===== src/rtl/hmd_pkg.sv =====
package hmd_pkg;

  localparam int CODE_BITS = 15;
  localparam int DATA_BITS = 11;
  localparam int BYTE_BITS = 8;
  localparam int SYN_BITS  = 4;
  localparam int PEND_BITS = 7;
  localparam int CNT_BITS  = 3;
  localparam int N_BITS    = 5;
  localparam int ACC_BITS  = PEND_BITS + DATA_BITS;

  typedef logic [CODE_BITS-1:0] code_t;
  typedef logic [DATA_BITS-1:0] data_t;
  typedef logic [SYN_BITS-1:0]  syn_t;
  typedef logic [BYTE_BITS-1:0] byte_t;
  typedef logic [PEND_BITS-1:0] pend_t;
  typedef logic [CNT_BITS-1:0]  cnt_t;
  typedef logic [N_BITS-1:0]    nbits_t;
  typedef logic [ACC_BITS-1:0]  acc_t;

  // Hamming positions of the data bits, oldest first
  localparam syn_t DATA_POS [DATA_BITS] = '{
    4'd3, 4'd5, 4'd6, 4'd7, 4'd9, 4'd10, 4'd11, 4'd12, 4'd13, 4'd14, 4'd15
  };

  // Decoded codeword handed to the packer
  typedef struct packed {
    data_t data;
    syn_t  syn;
    logic  eom;
  } dec_t;

  // XOR of the positions of all set bits
  function automatic syn_t syndrome_of(code_t word);
    syn_t s;
    s = '0;
    for (int k = 0; k < CODE_BITS; k++) begin
      if (word[k]) begin
        s = s ^ SYN_BITS'(k + 1);
      end
    end
    return s;
  endfunction

endpackage


===== src/rtl/hmd_decode.sv =====
module hmd_decode
  import hmd_pkg::*;
(
  input  code_t codeword_i,
  input  logic  eom_i,
  output dec_t  dec_o
);

  syn_t  syn;
  code_t fixed;
  code_t flip;

  // Form syndrome and flip the named position
  always_comb begin
    syn  = syndrome_of(codeword_i);
    flip = (syn != '0) ? (code_t'(1) << (syn - syn_t'(1))) : '0;
    fixed = codeword_i ^ flip;
  end

  // Gather data bits, first one at the top
  always_comb begin
    dec_o.syn = syn;
    dec_o.eom = eom_i;
    for (int j = 0; j < DATA_BITS; j++) begin
      dec_o.data[DATA_BITS-1-j] = fixed[DATA_POS[j] - syn_t'(1)];
    end
  end

endmodule


===== src/rtl/hmd_packer.sv =====
module hmd_packer
  import hmd_pkg::*;
(
  input  logic  clk_i,
  input  logic  rst_ni,
  input  logic  load_i,
  input  dec_t  dec_i,
  output logic  ready_o,
  output logic  out_valid_o,
  input  logic  out_stall_i,
  output byte_t data_byte_o,
  output syn_t  error_position_o,
  output logic  last_of_run_o
);

  pend_t      pend_q, pend_d;
  cnt_t       cnt_q, cnt_d;
  logic [1:0] rem_q, rem_d;
  byte_t      first_q, first_d;
  byte_t      second_q, second_d;
  syn_t       syn_q, syn_d;

  logic   take;
  acc_t   acc;
  nbits_t n;
  nbits_t n_left;
  pend_t  mask;

  assign take    = out_valid_o && !out_stall_i;
  assign ready_o = (rem_q == 2'd0) || (rem_q == 2'd1 && take);

  // Append new data bits to the pending ones and split into bytes
  always_comb begin
    mask     = pend_t'((8'd1 << cnt_q) - 8'd1);
    acc      = {pend_q & mask, dec_i.data};
    n        = nbits_t'(cnt_q) + nbits_t'(DATA_BITS);
    first_d  = first_q;
    second_d = second_q;
    syn_d    = syn_q;
    rem_d    = rem_q;
    pend_d   = pend_q;
    cnt_d    = cnt_q;
    n_left   = n - nbits_t'(BYTE_BITS);
    if (take) begin
      rem_d = rem_q - 2'd1;
    end
    if (load_i) begin
      syn_d = dec_i.syn;
      if (n >= nbits_t'(2 * BYTE_BITS)) begin
        first_d  = byte_t'(acc >> (n - nbits_t'(BYTE_BITS)));
        n_left   = n - nbits_t'(2 * BYTE_BITS);
        second_d = byte_t'(acc >> n_left);
        rem_d    = 2'd2;
      end else begin
        second_d = byte_t'(acc >> n_left);
        rem_d    = 2'd1;
      end
      // Drop leftover bits at end of message
      if (dec_i.eom) begin
        pend_d = '0;
        cnt_d  = '0;
      end else begin
        pend_d = pend_t'(acc) & pend_t'((8'd1 << n_left[CNT_BITS-1:0]) - 8'd1);
        cnt_d  = n_left[CNT_BITS-1:0];
      end
    end
  end

  // Hold control state
  always_ff @(posedge clk_i or negedge rst_ni) begin
    if (!rst_ni) begin
      rem_q  <= 2'd0;
      pend_q <= '0;
      cnt_q  <= '0;
    end else begin
      rem_q  <= rem_d;
      pend_q <= pend_d;
      cnt_q  <= cnt_d;
    end
  end

  // Hold result words
  always_ff @(posedge clk_i) begin
    first_q  <= first_d;
    second_q <= second_d;
    syn_q    <= syn_d;
  end

  assign out_valid_o      = (rem_q != 2'd0);
  assign data_byte_o      = (rem_q == 2'd2) ? first_q : second_q;
  assign error_position_o = syn_q;
  assign last_of_run_o    = (rem_q == 2'd1);

  a_rem_range : assert property (@(posedge clk_i) disable iff (!rst_ni)
    rem_q != 2'd3)
    else $error("result count out of range");

  a_no_overwrite : assert property (@(posedge clk_i) disable iff (!rst_ni)
    load_i |-> (rem_q == 2'd0 || (rem_q == 2'd1 && take)))
    else $error("result register overwritten");

  a_second_follows : assert property (@(posedge clk_i) disable iff (!rst_ni)
    (take && rem_q == 2'd2) |=> (rem_q == 2'd1 && $stable(syn_q)))
    else $error("second word lost");

  a_eom_clears : assert property (@(posedge clk_i) disable iff (!rst_ni)
    (load_i && dec_i.eom) |=> (cnt_q == '0))
    else $error("pending bits kept after end of message");

endmodule


===== src/rtl/hamming_15_11_decode_byte_pack_core.sv =====
// Hamming(15,11) decoder with byte packing.
//
// Input channel: in_valid_i / in_stall_o carry one 15-bit codeword and an
// end_of_message flag per word. Output channel: out_valid_o / out_stall_i
// carry one data byte per transfer, with the syndrome of its codeword and a
// flag on the last byte that codeword produced.
//
// Each codeword is corrected (single error), its 11 data bits are appended
// to up to 7 pending bits, and every full byte leaves MSB first: one or two
// bytes per codeword. Leftover bits are dropped after end_of_message.
//
// The input register holds each codeword while it is decoded; the packer
// registers the bytes it yields. The output port gives one byte per cycle
// while the receiver does not stall, and a new codeword enters the packer
// in the cycle its last pending byte leaves.
//
// Reset clears pending bits and both pipeline stages. When the receiver
// stalls, the result register holds and the input register fills, then
// in_stall_o rises; no word is lost.
module hamming_15_11_decode_byte_pack_core
  import hmd_pkg::*;
(
  input  logic  clk_i,
  input  logic  rst_ni,
  input  logic  in_valid_i,
  output logic  in_stall_o,
  input  code_t codeword_i,
  input  logic  end_of_message_i,
  output logic  out_valid_o,
  input  logic  out_stall_i,
  output byte_t data_byte_o,
  output syn_t  error_position_o,
  output logic  last_of_run_o
);

  logic  s1_valid_q, s1_valid_d;
  code_t s1_code_q;
  logic  s1_eom_q;
  logic  pk_ready;
  logic  pk_load;
  logic  s1_open;
  dec_t  dec;

  assign pk_load    = s1_valid_q && pk_ready;
  assign s1_open    = !s1_valid_q || pk_ready;
  assign in_stall_o = !s1_open;
  assign s1_valid_d = s1_open ? in_valid_i : s1_valid_q;

  // Advance input register
  always_ff @(posedge clk_i or negedge rst_ni) begin
    if (!rst_ni) begin
      s1_valid_q <= 1'b0;
    end else begin
      s1_valid_q <= s1_valid_d;
    end
  end

  always_ff @(posedge clk_i) begin
    if (s1_open) begin
      s1_code_q <= codeword_i;
      s1_eom_q  <= end_of_message_i;
    end
  end

  hmd_decode u_decode (
    .codeword_i (s1_code_q),
    .eom_i      (s1_eom_q),
    .dec_o      (dec)
  );

  hmd_packer u_packer (
    .clk_i            (clk_i),
    .rst_ni           (rst_ni),
    .load_i           (pk_load),
    .dec_i            (dec),
    .ready_o          (pk_ready),
    .out_valid_o      (out_valid_o),
    .out_stall_i      (out_stall_i),
    .data_byte_o      (data_byte_o),
    .error_position_o (error_position_o),
    .last_of_run_o    (last_of_run_o)
  );

endmodule


===== config.mk =====
export PLATFORM = sky130hd
export DESIGN_NAME = hamming_15_11_decode_byte_pack_core
export DESIGN_NICKNAME = d
export VERILOG_FILES = /design/src/rtl/hmd_pkg.sv /design/src/rtl/hmd_decode.sv /design/src/rtl/hmd_packer.sv /design/src/rtl/hamming_15_11_decode_byte_pack_core.sv
export SDC_FILE = /design/constraint.sdc
export NUM_CORES = 1
export LEC_CHECK = 0
export BUFFER_PORTS_ARGS = -buffer_cell sky130_fd_sc_hd__clkbuf_2
export CORE_UTILIZATION = 45
export DETAILED_ROUTE_END_ITERATION = 10
export HOLD_SLACK_MARGIN = 0.1
export PLACE_DENSITY = 0.64
export SETUP_SLACK_MARGIN = 0.1
export SLEW_MARGIN = 20
export SYNTH_ARGS = -nofsm -noshare
export SYNTH_HDL_FRONTEND = slang
export SYNTH_HIERARCHICAL = 1
export SYNTH_SLANG_ARGS = --single-unit

===== constraint.sdc =====
create_clock -name clk_i -period 9.06 [get_ports clk_i]
set_input_delay 1.812 -clock clk_i [delete_from_list [all_inputs] [get_ports clk_i]]
set_output_delay 1.812 -clock clk_i [all_outputs]
set_load 0.01 [all_outputs]

## Yosys cells after proc, flatten, opt, wreduce, memory -nomap -nowiden

Cells that the tools add are included.

- $add $sub $neg: 7
- $mul: 0
- Div/mod/pow operators: 0
- Order comparisons: 1
- Equality and inequality tests: 2
- Shift operators: 5
- Muxes and demuxes: 25
- Bitwise logic cells: 17
- Reductions and logical operators: 13

Operators by type and width:

| kind | count |
|---|---|
| 18-bit by 5-bit right shift with 8-bit output | 2 |
| 4-bit 2-to-1 mux | 8 |
| 3-bit 2-to-1 mux | 7 |
| 8-bit 2-to-1 mux | 2 |
| 15-bit 2-to-1 mux | 1 |
| 1-bit by 4-bit << shifter with 15-bit output (first input constant) | 1 |
| 15-bit bitwise XOR | 1 |
| 7-bit AND | 2 |
| 1-bit by 3-bit << shifter with 7-bit output (first input constant) | 2 |
| 7-bit by 1-bit subtractor with 7-bit output (second input constant) | 2 |
| 2-bit NOT | 6 |
| 3-bit NOT | 4 |
| 2-bit 2-to-1 mux | 5 |
| 7-bit 2-to-1 mux | 1 |
| 3-bit by 4-bit adder with 5-bit output (second input constant) | 1 |
| 5-bit >= comparator (second input constant) | 1 |
| 5-bit by 4-bit subtractor with 5-bit output (second input constant) | 1 |
| 5-bit subtractor (second input constant) | 1 |
| 4-bit NOT | 1 |
| 2-bit nonzero test | 2 |
| 4-bit nonzero test | 1 |
| 4-bit by 1-bit subtractor with 4-bit output (second input constant) | 1 |
| 1-bit logical AND | 3 |
| 1-bit logical NOT | 3 |
| other kinds (8) | 11 |

- Flip-flop bits (word level): 49
- Bits in latches: 0
- Memory bits (writable): 0
- ROM bits: 0
- Bits of input ports: 20
- Output and inout bits: 15
- Logic and storage cells: 79
- Memories kept: 0

## Depth between registers and ports, before layout

Gate-level depths: netlist of run 1.

- Depth in word-level cells: 32
- Gate-level depth with buffers: 13
- Depth with buffers taken out: 12

## Cells and area by module

Netlist of run 1, hierarchy kept.

By module, submodules not included:

| module | instances | cells an instance | area an instance (sq um) | sequential area each (sq um) |
|---|---|---|---|---|
| hmd_packer | 1 | 297 | 2,871.5 | 900.9 |
| hamming_15_11_decode_byte_pack_core | 1 | 21 | 538.0 | 505.5 |
| hmd_decode | 1 | 49 | 523.0 | 0.0 |

## Worst setup path before layout of run 1

No wires, ideal clock.

- Path type: input port to output port
- Start point: input out_stall_i
- End point: output in_stall_o
- Arrival time: 2.350 ns
- Required time: 7.248 ns
- Setup slack: 4.898 ns
- Stages on the path: 3
- Path buffers: 0
- Cells stage by stage: o21ai_0 nand2b_4 inv_1

- Cells in the longest elaborated chain, start to end: 6

RTL lines:

| what | RTL line | source |
|---|---|---|
| start, declared | hamming_15_11_decode_byte_pack_core.sv:30 | `input logic out_stall_i,` |
| 1-bit logical NOT | hmd_packer.sv:29 | `assign take = out_valid_o && !out_stall_i;` |
| 1-bit logical AND | hmd_packer.sv:29 |  |
| 1-bit logical AND | hmd_packer.sv:30 | `assign ready_o = (rem_q == 2'd0) \|\| (rem_q == 2'd1 && take);` |
| 1-bit logical OR | hmd_packer.sv:30 |  |
| 1-bit logical OR | hamming_15_11_decode_byte_pack_core.sv:45 | `assign s1_open = !s1_valid_q \|\| pk_ready;` |
| named net s1_open | hamming_15_11_decode_byte_pack_core.sv:41 | `logic s1_open;` |
| 1-bit logical NOT | hamming_15_11_decode_byte_pack_core.sv:46 | `assign in_stall_o = !s1_open;` |
| end, declared | hamming_15_11_decode_byte_pack_core.sv:26 | `output logic in_stall_o,` |

The timed path passes the listed nets, and every way through them passes these cells.

## Final worst setup path of run 1

- Start point: input out_stall_i
- End point: output in_stall_o

- Cells in the longest elaborated chain, start to end: 6

RTL lines:

| what | RTL line | source |
|---|---|---|
| 1-bit logical NOT | hmd_packer.sv:29 |  |
| 1-bit logical AND | hmd_packer.sv:29 |  |
| 1-bit logical AND | hmd_packer.sv:30 |  |
| 1-bit logical OR | hmd_packer.sv:30 |  |
| named net pk_ready | hamming_15_11_decode_byte_pack_core.sv:39 | `logic pk_ready;` |
| 1-bit logical OR | hamming_15_11_decode_byte_pack_core.sv:45 |  |
| named net s1_open | hamming_15_11_decode_byte_pack_core.sv:41 |  |
| 1-bit logical NOT | hamming_15_11_decode_byte_pack_core.sv:46 |  |

The timed path passes the listed nets, and every way through them passes these cells.

==> impl_metrics.py, run 1 <==
metrics = {
    "cells_and_area": {
        "diodes": 0,
        "fin_area_sq_um": 4170,
        "fillers": 811,
        "final_cells": 496,
        "fin_nets": 423,
        "final_cell_mix": "36 x edfxtp_1, 34 x clkbuf_2, 30 x nand2_1",
        "final_common_cell": "edfxtp_1",
        "layout-drive-gt1-share_pct": 22.5,
        "area_growth_pct": 5.95,
    },
    "drt": {
        "drt_iter0_drc": 147,
        "vias": 2834,
        "drc": 0,
        "post_drt_wl_per_cell_microns": 16.0,
        "ant_nets": 0,
        "wl_mm": 7.94,
        "avgViaCountPerCell": 5.71,
        "dr.pass1.iters": 5,
    },
    "synth": {
        "synth-simple-area-share_pct": 17.4,
        "ys_types": 65,
        "synthArstFlopShare_pct": 26.5,
        "synth_top_family_by_area": "simple AND/OR/NAND/NOR gates",
        "synth_edf_count": 36,
        "yosysWarnings": 6,
        "synth_xor_area_share_pct": 11.6,
        "synth_seq_cells": 49,
        "synth_compound_area_share_pct": 11.7,
        "avgSynthCellArea_sq_um": 10.7,
        "synth-main-ff-cell": "edfxtp_1",
        "syn-num-nets": 400,
        "postSynthCellCount": 367,
        "synth_adder_area_share_pct": 4.14,
        "synth_area_sq_um": 3930,
        "yosysSeqAreaShare_pct": 35.8,
        "synthMuxAreaShare_pct": 13.0,
    },
    "global_routing": {
        "grt-ovfl-total": 0,
        "grtUsageMet2_pct": 33.3,
        "antenna_found_initial": 0,
        "grt_use_met3_pct": 2.71,
        "grt_pass1_wl_mm": 13.3,
        "top_usage_layer": "met2",
        "grt_max_degree": 33,
        "gr-usage-all-layers_pct": 19.3,
        "met1_usage_pct": 25.1,
        "first_global_vias": 2618,
    },
    "setup_path": {
        "worst-path-max-fanout": 18,
        "crit_start": "out_stall_i",
        "arrival_ns": 2.82,
        "start_kind": "primary input",
        "worst_ep_required_time_ns": 7.25,
        "cp-end-kind": "output pin",
        "criticalPathCategory": "in -> out",
        "r2r-start": "s1_code_q[10]",
    },
    "placed_design": {
        "place_inst": 488,
        "dpl.hpwl_mm": 5.99,
        "place_area_sq_um": 4080,
        "gp_congestion": 0.885,
        "port_buffers": 34,
    },
    "die": {
        "die_area_sq_um": 9120,
        "die_h_microns": 95.5,
        "rows": 33,
        "core-area_sq_um": 8340,
        "io_pins": 35,
        "start_util_pct": 47.1,
        "dieWidth_microns": 95.5,
    },
    "sta": {
        "tns_ns": 0,
        "slew_headroom_pct": 28.4,
        "clock.fmax_ghz": 0.216,
        "hold_slack_ns": 0.543,
        "fin_crit_ns": 4.64,
        "drv_slew": 0,
        "worst_pin_slew_ns": 1.07,
        "setup_viol": 0,
        "rsz0062_at_grt": "no",
        "period_share_pct": 51.2,
        "timing.final.hold_violations": 0,
        "clock_skew_ns": 0.00729,
    },
    "cts": {
        "hold_buffers": 0,
        "cts_tree": "yes",
        "clockBufferDepth": 2,
        "clk_latency_ns": 0.31,
        "cts_made_buffers": 5,
        "post_cts_buffers": 0,
        "cts_max_level": 2,
        "clkSinkCount": 49,
        "cts_root_buf": "clkbuf_8",
        "clk_pin_slew_ns": 0.08,
        "cts_resized": 0,
    },
    "worst_hold_path": {
        "min_path_type": "reg -> reg",
        "hp-start": "u_packer/pend_q[3]",
    },
    "job": {
        "maxCapViolations": 0,
    },
    "outcome": {
        "status": "completed",
    },
}
==> through the flow <==
step	utilization, %	worst slack, ns
floorplan	-	4.90
global placement	48.9	4.37
detailed placement	48.9	4.41
CTS	49.9	4.39
global route	50.0	4.30
finish	50.0	4.42
==> state kept, by name (all words and copies together) (netlist names), 2 cells and up <==
signal and count:
u_packer/first_q 8, u_packer/cnt_q 3, u_packer/rem_q 2, u_packer/error_position_o 4, u_packer/second_q 8, u_packer/pend_q 7, s1_code_q 15
==> cells by family after synthesis <==
group                      after synthesis
and+or+nand+nor                        120
AOI/OAI and AO/OA                       69
DFF                                     49
xor gates and xnor gates                40
buffers and inverters                   39
muxes                                   37
adders and majority gates               13
==> area by class of cell <==
class / instances / area (sq um) / share of cell area, %
Sequential cell: 49 / 1410 / 33.8
Tap cell: 105 / 131 / 3.15
Timing Repair Buffer: 37 / 193 / 4.62
Clock inverter: 1 / 5.00 / 0.120
Multi-Input combinational cell: 279 / 2280 / 54.8
Inverter: 18 / 72.6 / 1.74
Clock buffer: 7 / 76.3 / 1.83
==> worst paths after layout <==
path | to | slack (ns) | cells past startpoint
worst max-delay path | in_stall_o | 4.42 | 5
worst min-delay path | u_packer/pend_q[3] | 0.54 | 1
worst max register to register | u_packer/second_q[0] | 5.08 | 11
worst min register to register | u_packer/pend_q[3] | 0.54 | 1
max in group asynchronous | u_packer/pend_q[1] | 7.39 | 1
min in group asynchronous | u_packer/pend_q[3] | 1.40 | 1
==> per-layer routing <==
metal	wire length, microns	up-vias
met5	0	-
met1	3550	1354
li1	-	1387
met2	3960	83
met4	108	0
met3	318	10
==> worst max-delay path, stage by stage <==
cell,delay (ns)
clkbuf_2,0.09
o21ai_0,0.38
nand2b_4,0.35
inv_1,0.06
clkbuf_2,0.12
==> synth_stat cells, drive strengths merged, types with 9 or more instances <==
cell    instances  area [sq um]
mux2           18           210
nand3           9          45.0
nand2          30           113
xnor2          25           294
edfxtp         36          1080
xor2           14           141
ha             13           163
buf            14           118
dfrtp          13           325
mux4            9           203
o21ai          19          95.1
nor2           25          93.8
mux2i          10           100
a21oi          12          60.1
nand4          11          68.8
inv            16          65.1
Power of run 1 is not shown: default switching activity piles up to over one toggle a cycle in this logic, so the estimate is an artifact.
==> inputs of run 2 (changes only) <==
--- a/config.mk
+++ b/config.mk
@@ -9,7 +9,7 @@
 export CORE_UTILIZATION = 45
 export DETAILED_ROUTE_END_ITERATION = 10
 export HOLD_SLACK_MARGIN = 0.1
-export PLACE_DENSITY = 0.64
+export PLACE_DENSITY = 0.66
 export SETUP_SLACK_MARGIN = 0.1
 export SLEW_MARGIN = 20
 export SYNTH_ARGS = -nofsm -noshare
==> constraint.sdc (replaced) <==
create_clock -name clk_i -period 4.2 [get_ports clk_i]
set_input_delay 0.84 -clock clk_i [delete_from_list [all_inputs] [get_ports clk_i]]
set_output_delay 0.84 -clock clk_i [all_outputs]
set_load 0.01 [all_outputs]
==> run 2 against run 1 <==
  * Design area grew 0.90%
  * Final cell count grew 0.20%
  * First-iteration DRC count grew 11%
  * Die area is the same
  * Worst hold slack lost 0.11 ns
  * Sequential share of layout area shrank 0.30 points
  * Critical path depth grew 7
  * Non-clock buffer count grew 1
  * Clock-buffer cell count shrank 1
  * Largest cell class unchanged
  * Highest routed layer unchanged
==> impl_metrics.py, run 2 (synthesis gave the netlist of run 1 again) <==
metrics = {
    "global_routing": {
        "grt_max_degree": 32,
        "first_global_vias": 2761,
        "grt-ovfl-total": 0,
        "grt_use_met3_pct": 3.83,
        "antenna_found_initial": 0,
        "met1_usage_pct": 24.7,
        "top_usage_layer": "met2",
        "grt_pass1_wl_mm": 13.5,
        "grtUsageMet2_pct": 32.5,
        "gr-usage-all-layers_pct": 19.5,
    },
    "setup_path": {
        "crit_slowest_cell": "xnor3_1",
        "worstRegToRegCells": 12,
        "max_stage_delay_ns": 0.57,
        "criticalPathCategory": "reg -> reg",
        "r2r-start": "s1_code_q[13]",
        "worst-path-max-fanout": 7,
        "r2r-end": "u_packer/second_q[0]",
        "worst_ep_required_time_ns": 4.26,
        "rrSetupSlack_ns": 0.46,
        "arrival_ns": 3.80,
        "crit_start": "s1_code_q[13]",
        "cp-end-kind": "flip-flop",
        "start_kind": "flip-flop",
        "crit_chain": "xor2_1 > xnor3_1 > xnor2_4 > inv_2 > nand4_1 > xnor2_1 > mux2_1 > mux4_2 > a32o_1 > nand2_1 > o311ai_1 > mux2_2",
    },
    "placed_design": {
        "dpl.hpwl_mm": 6.26,
        "gp_congestion": 0.891,
        "port_buffers": 34,
        "dp_slack_ns": 0.292,
    },
    "die": {
        "die_area_sq_um": 9120,
        "io_pins": 35,
        "dieWidth_microns": 95.5,
        "die_h_microns": 95.5,
        "core-area_sq_um": 8340,
        "start_util_pct": 47.1,
        "rows": 33,
    },
    "cells_and_area": {
        "fin_nets": 424,
        "fillers": 774,
        "top_regs": "s1_code_q x15, u_packer/first_q x8, u_packer/second_q x8",
        "regMostFlops": "s1_code_q",
        "largest_reg_flops": 15,
        "area_growth_pct": 6.90,
        "final_cell_mix": "36 x edfxtp_1, 34 x clkbuf_2, 30 x nand2_1",
        "diodes": 0,
        "final_common_cell": "edfxtp_1",
        "layout-drive-gt1-share_pct": 22.7,
        "final_util_pct": 50.4,
    },
    "outcome": {
        "status": "completed",
    },
    "sta": {
        "clock_skew_ns": 0.00463,
        "slew_headroom_pct": 57.2,
        "setup_slack_ns": 0.461,
        "setup_viol": 0,
        "rsz0062_at_grt": "no",
        "drv_slew": 0,
        "hold_slack_ns": 0.431,
        "clock.fmax_ghz": 0.267,
        "period_share_pct": 89.0,
        "timing.final.hold_violations": 0,
        "worst_pin_slew_ns": 0.639,
        "fin_crit_ns": 3.74,
        "tns_ns": 0,
    },
    "drt": {
        "wl_mm": 8.21,
        "vias": 2885,
        "post_drt_wl_per_cell_microns": 16.5,
        "avgViaCountPerCell": 5.80,
        "ant_nets": 0,
        "dr.pass1.iters": 5,
        "drc": 0,
        "drt_iter0_drc": 163,
    },
    "job": {
        "maxCapViolations": 0,
    },
    "cts": {
        "clk_pin_slew_ns": 0.09,
        "clkSinkCount": 49,
        "cts_max_level": 2,
        "clockBufferDepth": 2,
        "cts_made_buffers": 5,
        "clk_latency_ns": 0.30,
        "cts_root_buf": "clkbuf_8",
        "cts_tree": "yes",
    },
    "worst_hold_path": {
        "min_path_type": "in -> async",
    },
}
[run 2: changes by cell type in the layout (fill, tap and decap cells not counted)]
| cell | delta |
|---|---|
| clkbuf_1 | -1 |
| bufinv_16 | +1 |
| xnor2_1 | -1 |
| clkinv_2 | -1 |
| buf_4 | +1 |
| ha_1 | +1 |
| ha_2 | -1 |
| xnor2_2 | +1 |
| clkinv_1 | +1 |
[run 2: through the flow]
| stage | instance area (sq um) | std cells |
|---|---|---|
| after floorplan | 3930 | 367 |
| final | 4200 | 497 |
| after detailed placement | 4090 | 489 |
| after global routing | 4200 | 497 |
| after CTS | 4200 | 497 |
| after global placement | 4090 | 489 |
[run 2: what timing repair did]
action                                  in CTS  in global routing
endpoints found under the setup margin       0                  1
hold endpoints to repair                     0                  0
gates resized for setup                      0                  1
setup buffers                                0                  0
hold buffers                                 0                  0
[run 2: layout make-up]
| class | instances | area (sq um) | area share (%) |
|---|---|---|---|
| Inverter | 18 | 72.6 | 1.73 |
| Timing Repair Buffer | 38 | 200 | 4.76 |
| Clock inverter | 2 | 33.8 | 0.804 |
| Tap cell | 105 | 131 | 3.13 |
| Multi-Input combinational cell | 279 | 2290 | 54.4 |
| Sequential cell | 49 | 1410 | 33.5 |
| Clock buffer | 6 | 72.6 | 1.73 |
[run 2: worst max-delay path by stage]
stage          slack (ns)  cells past startpoint                    to
6_report             0.46                     12  u_packer/second_q[0]
2_1_floorplan        0.82                     12  u_packer/second_q[0]
5_1_grt              0.28                     12  u_packer/second_q[0]
3_5_place_dp         0.29                     11  u_packer/second_q[0]
3_3_place_gp         0.38                     11  u_packer/second_q[0]
4_1_cts              0.28                     11  u_packer/second_q[0]
[run 2: worst max-delay path: cells and delay by family, from the launching register on]
kind / cells / cell delay (ns)
AOI/OAI and AO/OA: 2 / 0.32
muxes: 3 / 1.11
and+or+nand+nor: 2 / 0.19
DFF: 1 / 0.45
xor gates and xnor gates: 4 / 1.29
buffers and inverters: 1 / 0.14
[run 2: layer usage]
layer | vias to the layer above | part of all wire, % | routed length (microns)
li1 | 1389 | - | -
met1 | 1354 | 43 | 3490
met2 | 120 | 49 | 4010
met3 | 22 | 5.7 | 465
met4 | 0 | 3.0 | 245
met5 | - | 0 | 0
Power of run 2 is left out for the same reason.
==> inputs of run 3 (changes only) <==
--- a/config.mk
+++ b/config.mk
@@ -9,7 +9,7 @@
 export CORE_UTILIZATION = 45
 export DETAILED_ROUTE_END_ITERATION = 10
 export HOLD_SLACK_MARGIN = 0.1
-export PLACE_DENSITY = 0.66
+export PLACE_DENSITY = 0.64
 export SETUP_SLACK_MARGIN = 0.1
 export SLEW_MARGIN = 20
 export SYNTH_ARGS = -nofsm -noshare
==> constraint.sdc (replaced) <==
create_clock -name clk_i -period 3.93 [get_ports clk_i]
set_input_delay 0.786 -clock clk_i [delete_from_list [all_inputs] [get_ports clk_i]]
set_output_delay 0.786 -clock clk_i [all_outputs]
set_load 0.01 [all_outputs]
==> run 3 against run 2 <==
  * Design area up 0.92%
  * Final cell count up 1.2%
  * Fmax grew 2.9%
  * Sequential cell count stayed put
  * First-iteration DRC count decreased by 4.3%
  * Clock-buffer cell count rose by 1
  * Register-to-register slack worse by 0.16 ns
  * Sequential share of layout area shrank 0.31 points
==> impl_metrics.py, run 3 (synthesis gave the netlist of run 1 again) <==
metrics = {
    "outcome": {
        "status": "completed",
    },
    "sta": {
        "setup_viol": 0,
        "clock_skew_ns": 0.00512,
        "drv_slew": 0,
        "fin_crit_ns": 3.63,
        "tns_ns": 0,
        "slew_headroom_pct": 57.1,
        "timing.final.hold_violations": 0,
        "worst_pin_slew_ns": 0.637,
        "clock.fmax_ghz": 0.275,
        "rsz0062_at_grt": "no",
        "period_share_pct": 92.4,
    },
    "setup_path": {
        "endpoint": "u_packer/second_q[0]",
        "rrSetupSlack_ns": 0.30,
        "criticalPathCategory": "reg -> reg",
        "worst-path-max-fanout": 7,
        "cp-end-kind": "flip-flop",
        "r2r-start": "s1_code_q[12]",
        "start_kind": "flip-flop",
        "worstRegToRegCells": 12,
        "arrival_ns": 3.69,
        "r2r-end": "u_packer/second_q[0]",
        "worst_ep_required_time_ns": 3.99,
        "crit_start": "s1_code_q[12]",
    },
    "die": {
        "start_util_pct": 47.1,
        "rows": 33,
        "dieWidth_microns": 95.5,
        "die_h_microns": 95.5,
        "core-area_sq_um": 8340,
        "die_area_sq_um": 9120,
        "io_pins": 35,
    },
    "placed_design": {
        "dpl.hpwl_mm": 6.25,
        "port_buffers": 34,
        "gp_congestion": 0.919,
    },
    "cts": {
        "cts_made_buffers": 5,
        "hold_buffers": 0,
        "clk_latency_ns": 0.30,
        "clk_pin_slew_ns": 0.09,
        "clkSinkCount": 49,
        "cts_max_level": 2,
        "cts_tree": "yes",
        "cts_root_buf": "clkbuf_8",
        "clockBufferDepth": 2,
    },
    "global_routing": {
        "grt-ovfl-total": 0,
        "grt_pass1_wl_mm": 14.2,
        "grt_max_degree": 32,
        "first_global_vias": 2837,
        "gr-usage-all-layers_pct": 20.3,
        "antenna_found_initial": 0,
    },
    "cells_and_area": {
        "fillers": 780,
        "largest_reg_flops": 15,
        "diodes": 0,
        "area_growth_pct": 7.89,
        "fin_nets": 430,
        "final_cell_mix": "36 x edfxtp_1, 34 x clkbuf_2, 30 x nand2_1",
        "layout-drive-gt1-share_pct": 24.1,
        "final_common_cell": "edfxtp_1",
        "regMostFlops": "s1_code_q",
        "top_regs": "s1_code_q x15, u_packer/first_q x8, u_packer/second_q x8",
    },
    "drt": {
        "drt_iter0_drc": 156,
        "vias": 2847,
        "avgViaCountPerCell": 5.66,
        "drc": 0,
        "dr.pass1.iters": 4,
        "wl_mm": 8.34,
        "ant_nets": 0,
        "post_drt_wl_per_cell_microns": 16.6,
    },
    "job": {
        "maxCapViolations": 0,
    },
    "worst_hold_path": {
        "min_path_type": "in -> async",
    },
}
## run 3: cell count changes in the layout (fill, tap and decap cells not counted), sizes merged
| cell | previous run | this run |
|---|---|---|
| clkbuf | 40 | 41 |
| buf | 4 | 10 |
| bufinv | 1 | 0 |
| inv | 16 | 17 |
| clkinv | 3 | 2 |
## run 3: area by class of cell
class	instances	area, sq um	area share [%]
Clock inverter	1	8.76	0.206
Clock buffer	7	97.6	2.30
Sequential cell	49	1410	33.1
Inverter	18	72.6	1.71
Timing Repair Buffer	44	245	5.78
Tap cell	105	131	3.10
Multi-Input combinational cell	279	2280	53.8
## run 3: how the worst min path moves through the flow
stage | from | to | slack (ns) | cells past startpoint
global placement | u_packer/pend_q[3] | u_packer/pend_q[3] | 0.51 | 1
floorplan | u_packer/pend_q[4] | u_packer/pend_q[4] | 0.46 | 1
global route | rst_ni | u_packer/pend_q[6] | 0.39 | 1
finish | rst_ni | u_packer/pend_q[6] | 0.38 | 1
detailed placement | u_packer/pend_q[4] | u_packer/pend_q[4] | 0.52 | 1
CTS | rst_ni | u_packer/pend_q[6] | 0.38 | 1
## run 3: per-stage QoR
stage | setup WS [ns] | instances | hold WS (ns) | area [sq um] | utilization [%]
after global routing | 0.117 | 503 | 0.386 | 4240 | 50.9
after floorplan | 0.549 | 367 | 0.463 | 3930 | -
after detailed placement | 0.274 | 494 | 0.520 | 4130 | 49.5
final | 0.298 | 503 | 0.378 | 4240 | 50.9
after global placement | 0.352 | 494 | 0.505 | 4130 | 49.5
after CTS | 0.214 | 502 | 0.378 | 4230 | 50.8
## run 3: worst max-delay path, stage by stage, from the launching register on
cell and delay (ns):
edfxtp_1 0.53, xor2_4 0.34, xnor2_4 0.17, xnor2_4 0.35, inv_4 0.08, nand3_1 0.10, mux2_1 0.36, mux2_2 0.27
mux4_2 0.51, a32o_1 0.24, nand2_1 0.07, o311ai_1 0.09, mux2_2 0.28
## run 3: timing repair
action | CTS | global route
setup buffers | 0 | 1
endpoints found under the setup margin | 0 | 1
gates resized for setup | 0 | 1
endpoints found under the hold margin | 0 | 0
## run 3: metal layers
| layer | wire length, microns | global-route usage, % | up-vias |
|---|---|---|---|
| met5 | 0 | 0 | - |
| met4 | 141 | 6.09 | 0 |
| met3 | 357 | 2.95 | 14 |
| met2 | 4190 | 35.2 | 90 |
| met1 | 3650 | 26.1 | 1345 |
| li1 | - | - | 1398 |
Power of run 3 is left out for the same reason.
